## config.mk

```make
export PLATFORM = sky130hd
export DESIGN_NAME = sorted_timer_queue_core
export DESIGN_NICKNAME = d
export VERILOG_FILES = /design/src/rtl/core/stq_pkg.sv /design/src/rtl/core/stq_ram.sv /design/src/rtl/core/stq_seq.sv /design/src/rtl/core/sorted_timer_queue_core.sv
export VERILOG_INCLUDE_DIRS = /design/src /design/src/rtl/core
export SDC_FILE = /design/constraint.sdc
export NUM_CORES = 2
export LEC_CHECK = 0
export BUFFER_PORTS_ARGS = -buffer_cell sky130_fd_sc_hd__buf_4
export CORE_MARGIN = 1.5
export CORE_UTILIZATION = 60
export CTS_CLUSTER_DIAMETER = 150
export DETAILED_ROUTE_END_ITERATION = 7
export HOLD_SLACK_MARGIN = 0.15
export PLACE_DENSITY = 0.86
export SLEW_MARGIN = 10
export SYNTH_ARGS = -nofsm -noshare
export SYNTH_HDL_FRONTEND = slang
export SYNTH_SLANG_ARGS = --single-unit
```

## constraint.sdc

```tcl
create_clock -name clock -period 16.7 [get_ports clock]
set_input_delay 3.34 -clock clock [delete_from_list [all_inputs] [get_ports clock]]
set_output_delay 3.34 -clock clock [all_outputs]
set_load 0.1 [all_outputs]
```

## src/rtl/core/assert_macros.svh

```systemverilog
// assertion helpers used by stq_seq
`ifndef ASSERT_MACROS_SVH
`define ASSERT_MACROS_SVH

// implication checked on every edge outside reset
`define ASSERT_IMPL(label, clk, rst, lhs, rhs, msg) \
   label: assert property (@(posedge clk) disable iff (rst) (lhs) |-> (rhs)) \
      else $error(msg);

// implication with the right side checked in the cycle after the left side
`define ASSERT_NEXT(label, clk, rst, lhs, rhs, msg) \
   label: assert property (@(posedge clk) disable iff (rst) (lhs) |=> (rhs)) \
      else $error(msg);

`endif

```

## src/rtl/core/stq_pkg.sv

```systemverilog
package stq_pkg;

   localparam int TableDepth = 16;
   localparam int IdxW = $clog2(TableDepth);
   localparam int CntW = $clog2(TableDepth + 1);
   localparam int EntryW = 16 + 32 + 48;

   localparam logic [1:0] FUNC_SET = 2'd0;
   localparam logic [1:0] FUNC_DEL = 2'd1;
   localparam logic [1:0] FUNC_TRIG = 2'd2;

   localparam logic [47:0] MAX48 = 48'hFFFF_FFFF_FFFF;

   typedef struct packed {
      logic [1:0]  func;
      logic [15:0] timer_id;
      logic [31:0] period_us;
      logic [47:0] now_us;
   } req_type;

   typedef struct packed {
      logic        kind;
      logic [15:0] fired_id;
      logic [47:0] next_delay_us;
      logic        queue_empty;
      logic        id_missing;
      logic        table_full;
      logic [4:0]  entries_in_use;
      logic        last;
   } rsp_type;

   typedef struct packed {
      logic [15:0] id;
      logic [31:0] period;
      logic [47:0] deadline;
   } entry_type;

   // memory access from the sequencer
   typedef struct packed {
      logic            we;
      logic [IdxW-1:0] waddr;
      entry_type       wdata;
      logic [IdxW-1:0] raddr;
   } mem_req_type;

   function automatic logic [47:0] sat_add(input logic [47:0] a, input logic [31:0] b);
      logic [48:0] s;
      s = {1'b0, a} + {17'd0, b};
      return s[48] ? MAX48 : s[47:0];
   endfunction

endpackage

```

## src/rtl/core/stq_ram.sv

```systemverilog
module stq_ram #(
   parameter int Width = 8,
   parameter int Depth = 16
) (
   input  logic                     clock,
   input  logic                     we,
   input  logic [$clog2(Depth)-1:0] waddr,
   input  logic [Width-1:0]         wdata,
   input  logic [$clog2(Depth)-1:0] raddr,
   output logic [Width-1:0]         rdata
);
   logic [Width-1:0] mem_ff [Depth];
   logic [Width-1:0] rdata_ff;

   always_ff @(posedge clock) begin
      if (we) begin
         mem_ff[waddr] <= wdata;
      end
      rdata_ff <= mem_ff[raddr];
   end

   assign rdata = rdata_ff;
endmodule

```

## src/rtl/core/stq_seq.sv

```systemverilog
`include "assert_macros.svh"
module stq_seq
   import stq_pkg::*;
(
   input  logic        clock,
   input  logic        reset,
   input  logic        req_valid,
   output logic        req_ready,
   input  req_type     req_data,
   output logic        rsp_valid,
   input  logic        rsp_ready,
   output rsp_type     rsp_data,
   output mem_req_type mem,
   input  entry_type   rdata
);
   // states; rdata comes from the RAM's registered read, so each read is issued before the step that uses it
   localparam logic [3:0] S_IDLE = 4'd0;
   localparam logic [3:0] S_FIND = 4'd1;  // scan for id
   localparam logic [3:0] S_RMV  = 4'd2;  // shift left from removed slot
   localparam logic [3:0] S_POS  = 4'd3;  // scan for insert position
   localparam logic [3:0] S_INS  = 4'd4;  // shift right from the top
   localparam logic [3:0] S_PUT  = 4'd5;
   localparam logic [3:0] S_SCAN = 4'd6;  // count expired entries at the head
   localparam logic [3:0] S_TAKE = 4'd7;  // take expired head out
   localparam logic [3:0] S_FIRE = 4'd8;
   localparam logic [3:0] S_STAT = 4'd9;  // read slot 0 for status
   localparam logic [3:0] S_OUT  = 4'd10;

   logic [3:0]      state_ff, state_in;
   logic [CntW-1:0] count_ff, count_in;
   logic [CntW-1:0] ptr_ff, ptr_in;
   logic [CntW-1:0] dst_ff, dst_in;
   logic [CntW-1:0] fires_ff, fires_in;
   req_type         req_ff, req_in;
   entry_type       ins_ff, ins_in;
   logic            miss_ff, miss_in, full_ff, full_in;
   logic            ov_ff, ov_in;
   rsp_type         out_ff, out_in;

   assign req_ready = (state_ff == S_IDLE);
   assign rsp_valid = ov_ff;
   assign rsp_data = out_ff;

   always_comb begin
      state_in = state_ff;
      count_in = count_ff;
      ptr_in = ptr_ff;
      dst_in = dst_ff;
      fires_in = fires_ff;
      req_in = req_ff;
      ins_in = ins_ff;
      miss_in = miss_ff;
      full_in = full_ff;
      ov_in = ov_ff && !rsp_ready;
      out_in = out_ff;
      mem = '0;
      case (state_ff)
         S_IDLE: begin
            if (req_valid) begin
               req_in = req_data;
               ins_in.id = req_data.timer_id;
               ins_in.period = req_data.period_us;
               ins_in.deadline = sat_add(req_data.now_us, req_data.period_us);
               miss_in = 1'b0;
               full_in = 1'b0;
               ptr_in = '0;
               fires_in = '0;
               case (req_data.func)
                  FUNC_SET, FUNC_DEL: state_in = S_FIND;
                  FUNC_TRIG: state_in = S_SCAN;
                  default: state_in = S_STAT;
               endcase
            end
         end
         S_FIND: begin
            // rdata is slot ptr_ff
            if (ptr_ff >= count_ff) begin
               if (req_ff.func == FUNC_DEL) begin
                  miss_in = 1'b1;
                  state_in = S_STAT;
               end else if (count_ff >= CntW'(TableDepth)) begin
                  full_in = 1'b1;
                  state_in = S_STAT;
               end else begin
                  ptr_in = '0;
                  state_in = S_POS;
               end
            end else if (rdata.id == req_ff.timer_id) begin
               // read the next slot to move it down
               ptr_in = ptr_ff + 1'b1;
               mem.raddr = IdxW'(ptr_ff + 1'b1);
               state_in = S_RMV;
            end else begin
               ptr_in = ptr_ff + 1'b1;
               mem.raddr = IdxW'(ptr_ff + 1'b1);
            end
         end
         S_RMV: begin
            // rdata is slot ptr_ff, goes to ptr_ff-1
            if (ptr_ff >= count_ff) begin
               count_in = count_ff - 1'b1;
               if (req_ff.func == FUNC_DEL) begin
                  state_in = S_STAT;
               end else begin
                  ptr_in = '0;
                  state_in = S_POS;
               end
            end else begin
               mem.we = 1'b1;
               mem.waddr = IdxW'(ptr_ff - 1'b1);
               mem.wdata = rdata;
               ptr_in = ptr_ff + 1'b1;
               mem.raddr = IdxW'(ptr_ff + 1'b1);
            end
         end
         S_POS: begin
            if (ptr_ff < count_ff && rdata.deadline <= ins_ff.deadline) begin
               ptr_in = ptr_ff + 1'b1;
               mem.raddr = IdxW'(ptr_ff + 1'b1);
            end else if (count_ff > ptr_ff) begin
               // insert at ptr_ff, shift from count-1 down
               dst_in = count_ff;
               mem.raddr = IdxW'(count_ff - 1'b1);
               state_in = S_INS;
            end else begin
               state_in = S_PUT;
            end
         end
         S_INS: begin
            // dst_ff is the destination slot, rdata its left neighbor
            mem.we = 1'b1;
            mem.waddr = IdxW'(dst_ff);
            mem.wdata = rdata;
            dst_in = dst_ff - 1'b1;
            if (dst_ff - 1'b1 > ptr_ff) begin
               mem.raddr = IdxW'(dst_ff - 2'd2);
            end else begin
               state_in = S_PUT;
            end
         end
         S_PUT: begin
            mem.we = 1'b1;
            mem.waddr = IdxW'(ptr_ff);
            mem.wdata = ins_ff;
            count_in = count_ff + 1'b1;
            if (req_ff.func == FUNC_TRIG) begin
               state_in = S_FIRE;
            end else begin
               state_in = S_STAT;
            end
         end
         S_SCAN: begin
            // fires_ff ends as the number of expired entries at the head
            if (ptr_ff < count_ff && rdata.deadline <= req_ff.now_us) begin
               ptr_in = ptr_ff + 1'b1;
               mem.raddr = IdxW'(ptr_ff + 1'b1);
            end else if (ptr_ff == '0) begin
               state_in = S_STAT;
            end else begin
               fires_in = ptr_ff;
               state_in = S_TAKE;
            end
         end
         S_TAKE: begin
            // re-armed entry lands behind the remaining expired ones
            ins_in.id = rdata.id;
            ins_in.period = rdata.period;
            ins_in.deadline = sat_add(req_ff.now_us, rdata.period);
            ptr_in = CntW'(1);
            mem.raddr = IdxW'(1);
            state_in = S_RMV;
         end
         S_FIRE: begin
            if (!ov_ff || rsp_ready) begin
               out_in = '0;
               out_in.fired_id = ins_ff.id;
               out_in.entries_in_use = 5'(count_ff);
               ov_in = 1'b1;
               fires_in = fires_ff - 1'b1;
               if (fires_ff == CntW'(1)) begin
                  state_in = S_STAT;
               end else begin
                  state_in = S_TAKE;
               end
            end
         end
         S_STAT: state_in = S_OUT;
         S_OUT: begin
            if (!ov_ff || rsp_ready) begin
               out_in = '0;
               out_in.kind = 1'b1;
               out_in.last = 1'b1;
               out_in.queue_empty = (count_ff == '0);
               out_in.id_missing = miss_ff;
               out_in.table_full = full_ff;
               out_in.entries_in_use = 5'(count_ff);
               if (count_ff != '0 && rdata.deadline > req_ff.now_us) begin
                  out_in.next_delay_us = rdata.deadline - req_ff.now_us;
               end
               ov_in = 1'b1;
               state_in = S_IDLE;
            end
         end
         default: state_in = S_IDLE;
      endcase
   end

   always_ff @(posedge clock) begin
      if (reset) begin
         state_ff <= S_IDLE;
         count_ff <= '0;
         ov_ff <= 1'b0;
      end else begin
         state_ff <= state_in;
         count_ff <= count_in;
         ov_ff <= ov_in;
      end
      ptr_ff <= ptr_in;
      dst_ff <= dst_in;
      fires_ff <= fires_in;
      req_ff <= req_in;
      ins_ff <= ins_in;
      miss_ff <= miss_in;
      full_ff <= full_in;
      out_ff <= out_in;
   end

   `ASSERT_IMPL(a_cnt_range, clock, reset, 1'b1, count_ff <= CntW'(TableDepth), "count over depth")
   `ASSERT_NEXT(a_rsp_hold, clock, reset, rsp_valid && !rsp_ready, rsp_valid, "item dropped")
   `ASSERT_NEXT(a_rsp_stable, clock, reset, rsp_valid && !rsp_ready, $stable(rsp_data), "item changed")
   `ASSERT_IMPL(a_ready_idle, clock, reset, req_ready, !mem.we, "write while idle")
endmodule

```

## src/rtl/core/sorted_timer_queue_core.sv

```systemverilog
// Sorted deadline timer queue. Up to 16 periodic timers sit in one single-port-write,
// registered-read RAM in deadline order. A set scans for its id and removes an entry
// it finds by shifting the later ones down, then scans for the insert position, shifts
// and inserts; a delete scans and shifts down. A trigger takes each of its expired timers
// off the head and re-inserts it through the same scan. Time is set by the one RAM port
// and its registered read.
// One item at a time is in work; ready is high only while idle, and results wait in one
// output register while the receiver stalls, which holds the sequencer.
module sorted_timer_queue_core
   import stq_pkg::*;
(
   input  logic    clock,
   input  logic    reset,
   input  logic    req_valid,
   output logic    req_ready,
   input  req_type req_data,
   output logic    rsp_valid,
   input  logic    rsp_ready,
   output rsp_type rsp_data
);
   mem_req_type mem;
   entry_type   rdata;
   logic [EntryW-1:0] rdata_raw;

   stq_ram #(.Width(EntryW), .Depth(TableDepth)) u_ram (
      .clock(clock), .we(mem.we), .waddr(mem.waddr), .wdata(mem.wdata),
      .raddr(mem.raddr), .rdata(rdata_raw)
   );
   assign rdata = entry_type'(rdata_raw);

   stq_seq u_seq (
      .clock, .reset, .req_valid, .req_ready, .req_data,
      .rsp_valid, .rsp_ready, .rsp_data, .mem, .rdata
   );
endmodule
```

==> results by group <==
Final layout
  – Area taken by multi-input logic gates: 23740 sq um
  – Fillers: 8451
  – Final Non-Filler Cells: 7748
  – Layout cells sized above 1: 12.90%
  – Register Area: 55810 sq um
  – Synth-to-layout area growth: 11.05%
  – Final #Nets: 6101

Timing
  – Layout Skew: 0.03203 ns
  – Final Setup Violations: 0
  – Tightest Pin Transition: 1.218 ns
  – RSZ-0062 raised after global routing: no
  – Worst slew margin relative to its limit: 18.83%
  – Hold slack: 0.5546 ns
  – Fin crit period: 7.487 ns
  – Fmax achieved: 133.6 MHz
  – Max Slew Vio Count: 0
  – Setup WS post-layout: 9.213 ns
  – Crit share post-route: 44.83%
  – Setup TNS: 0 ns
  – Final hold violation count: 0

Clock tree
  – Clk slew on worst S/H paths: 0.06 ns
  – Post-CTS setup buffer count: 0
  – CTS sink count: 1894
  – Max clock buf depth: 3
  – Hold Buf Count CTS: 0
  – Post-CTS sizing: 0
  – CTS tree: built
  – Worst-Skew Late Latency: 0.85 ns
  – H-tree depth: 4
  – Clock root buffer: clkbuf_16
  – CTS Buf Count: 181

Logic synthesis
  – Most common library cells after synthesis: edfxtp_1 (1788), nand2_1 (803), mux2i_1 (452)
  – Yosys Warn Count: 0
  – Post-synth top flop: edfxtp_1
  – Syn nets: 5952
  – Post-synth top area share: 66.03%
  – Post-synth EDFFs: 1788
  – Asr flop ratio synth: 0%
  – Cells after Synth: 5666
  – Synthesized area: 81320 sq um
  – Mapped Avg Cell Area: 14.35 sq um
  – Unique masters post-synth: 83
  – Ranking of synthesized cells by area: edfxtp_1 (66%), mux2i_1 (5.6%), nand2_1 (3.7%)
  – Yosys reg bits: 1894
  – Top-count cell post-synth: edfxtp_1
  – Largest area contributor in the netlist: edfxtp_1
  – Register area share after synthesis: 68.64%

Floorplan
  – Die ar.: 137700 sq um
  – Die W: 371.1 um
  – Row count: 134
  – Core area: 134000 sq um
  – Starting Density: 60.70%
  – Num ports: 178
  – Chip height: 371.1 um

Routing
  – Vias/cell: 6.700
  – Vias: 51910
  – Initial drt markers: 8250
  – Routed Antenna Nets: 0
  – WL met1: 80.90 mm
  – Final wirelength: 225.7 mm
  – Highest Signal Layer: met5
  – Met3 WL: 33.46 mm
  – Routed wire per std cell: 29.14 um
  – Drt pass-1 iters: 8
  – DR DRC count: 0
  – WL met2: 100.8 mm

Critical path
  – Critical path, cell by cell: buf_4 -> ha_1 -> inv_1 -> fa_1 -> nor2b_1 -> o21ai_1 -> a21boi_1 -> o221a_2 -> a211oi_1 -> or4_1 -> a31oi_2 -> a31oi_1 -> buf_4 -> nor2_2 -> nand2_1 -> o21a_2 -> a22oi_1
  – Critical path peak fanout: 42
  – Worst Setup Start Kind: input pin
  – Critical Path AT: 8.12 ns
  – Worst EP required: 17.34 ns
  – Crit end category: register
  – Critical path's top delay family: compound AO/OA/AOI/OAI gates
  – CP most frequent cell: buf_4
  – Worst Path Buf+Inv: 3
  – Crit-path max cell delay: 0.60 ns
  – Kind of critical path: input pin to register
  – Worst path slowest cell: or4_1

Global routing
  – Grt total ovfl: 0
  – Vias in the first global route: 50150
  – All-Layer GR Usage: 32.47%
  – First-pass GRT wire length: 324.8 mm
  – Initial antenna violation count: 24
  – Largest net degree at the start of global routing: 204

Placed design
  – Placed Cells: 7400
  – GPL Wtd Cong: 1.017
  – Port Buf Inserts: 177
  – Pre-CTS setup slack: 8.469 ns
  – Dpl hpwl: 126.6 mm

Power and ir drop
  – Power Density: 179.6 nW/um^2
  – Leakage power: 0.03122 uW
  – Tot Pwr: 16220 uW
  – Maximum vdd drop: 0.0001431 V

Min path
  – Hold WC Path Type: register to register

Flow run
  – Max-cap viol count: 0

Outcome
  – Status: complete, no violations
[kinds of logic after synthesis]
logic type | after synthesis | share of synthesized area (%)
mux | 619 | 8.873
simple gates | 1512 | 8.153
buf+inv | 424 | 2.465
compound gates | 878 | 7.345
xor+xnor | 155 | 1.669
fa+ha+maj | 184 | 2.859
flops | 1894 | 68.64
[where the power goes]
part / leakage (uW) / internal [uW] / total, uW / switching (uW)
clock network: 0.00292 / 2340 / 4130 / 1780
logic: 0.0108 / 1800 / 5470 / 3660
registers: 0.0175 / 6180 / 6630 / 449
total: 0.0312 / 10300 / 16200 / 5900
[final timing paths]
path | to | slack [ns] | start | cells after the start
worst min-delay path | u_seq.rsp_data[7]$_SDFFCE_PN0P_ | 0.55 | u_seq.miss_ff$_DFFE_PP_ | 1
worst min register to register | u_seq.rsp_data[7]$_SDFFCE_PN0P_ | 0.55 | u_seq.miss_ff$_DFFE_PP_ | 1
worst max register to register | u_ram.rdata[93]$_DFF_P_ | 9.81 | u_seq.ins_ff[25]$_DFFE_PP_ | 17
worst max-delay path | u_seq.ins_ff[3]$_DFFE_PP_ | 9.21 | req_data[0] | 17
[flip-flops by register name, summed over array words and instances, names as in the netlist, 4 cells and up]
register        flops
u_seq.state_ff      4
u_ram.rdata        96
u_ram.mem_ff     1536
u_seq.req_ff       66
u_seq.fires_ff      5
u_seq.dst_ff        5
u_seq.ins_ff       96
u_seq.ptr_ff        5
u_seq.rsp_data     73
u_seq.count_ff      5
[routing by layer]
layer | GRT usage (%) | up-vias
met5 | 0 | -
met4 | 14.03 | 22
met2 | 48.74 | 4056
met3 | 9.641 | 701
li1 | - | 21730
met1 | 44.34 | 25400
[layout make-up]
class	count	area share, %
repair buffers	246	2.184
clock buffers	258	5.605
inverters	144	0.5999
clock inverters	81	1.036
well taps	1768	2.450
multi-input cells	3348	26.29
flip-flops and latches	1894	61.81
diodes	9	0.02494
[worst reg2reg max path: cells and delay by family, from the launching register on]
family / cells / cell delay (ns)
multiplexers: 2 / 0.80
buffers and inverters: 4 / 2.39
AO/OA/AOI/OAI: 9 / 2.49
AND/OR/NAND/NOR: 1 / 0.29
flip-flops: 1 / 0.51
adder cells (fa/ha/maj): 1 / 0.30
[cell usage in the layout (no fill, tap or decap), types with 10 or more instances in the layout]
master,count
nor2_4,18
nand2_1,800
o21ai_0,116
a22oi_1,44
a32oi_1,23
nor2b_1,43
mux4_2,72
nand2b_1,25
xor2_1,68
a22o_1,97
a211oi_1,57
xnor2_1,87
edfxtp_1,1788
inv_1,141
ha_1,181
o21bai_1,14
clkbuf_1,55
o221ai_1,24
a21o_1,63
a21oi_1,272
buf_4,236
buf_12,10
o21ai_1,20
a211oi_2,27
o21a_1,28
clkbuf_16,183
clkinv_2,25
a31oi_1,12
and3_1,16
bufinv_16,14
dfxtp_1,106
mux2_2,95
nand4_1,29
nand3_1,336
clkbuf_8,20
nor2_1,144
nor3_1,31
clkinv_1,19
mux2i_1,452
[stage by stage]
| step | instance area, sq um | util (%) |
|---|---|---|
| final | 90300 | 67.41 |
| after global routing | 90300 | 67.41 |
| after CTS | 90280 | 67.39 |
| after detailed placement | 84280 | 62.92 |
| after global placement | 84280 | 62.92 |
| after floorplan | 81320 | - |
(Power assumes the default switching activity.)
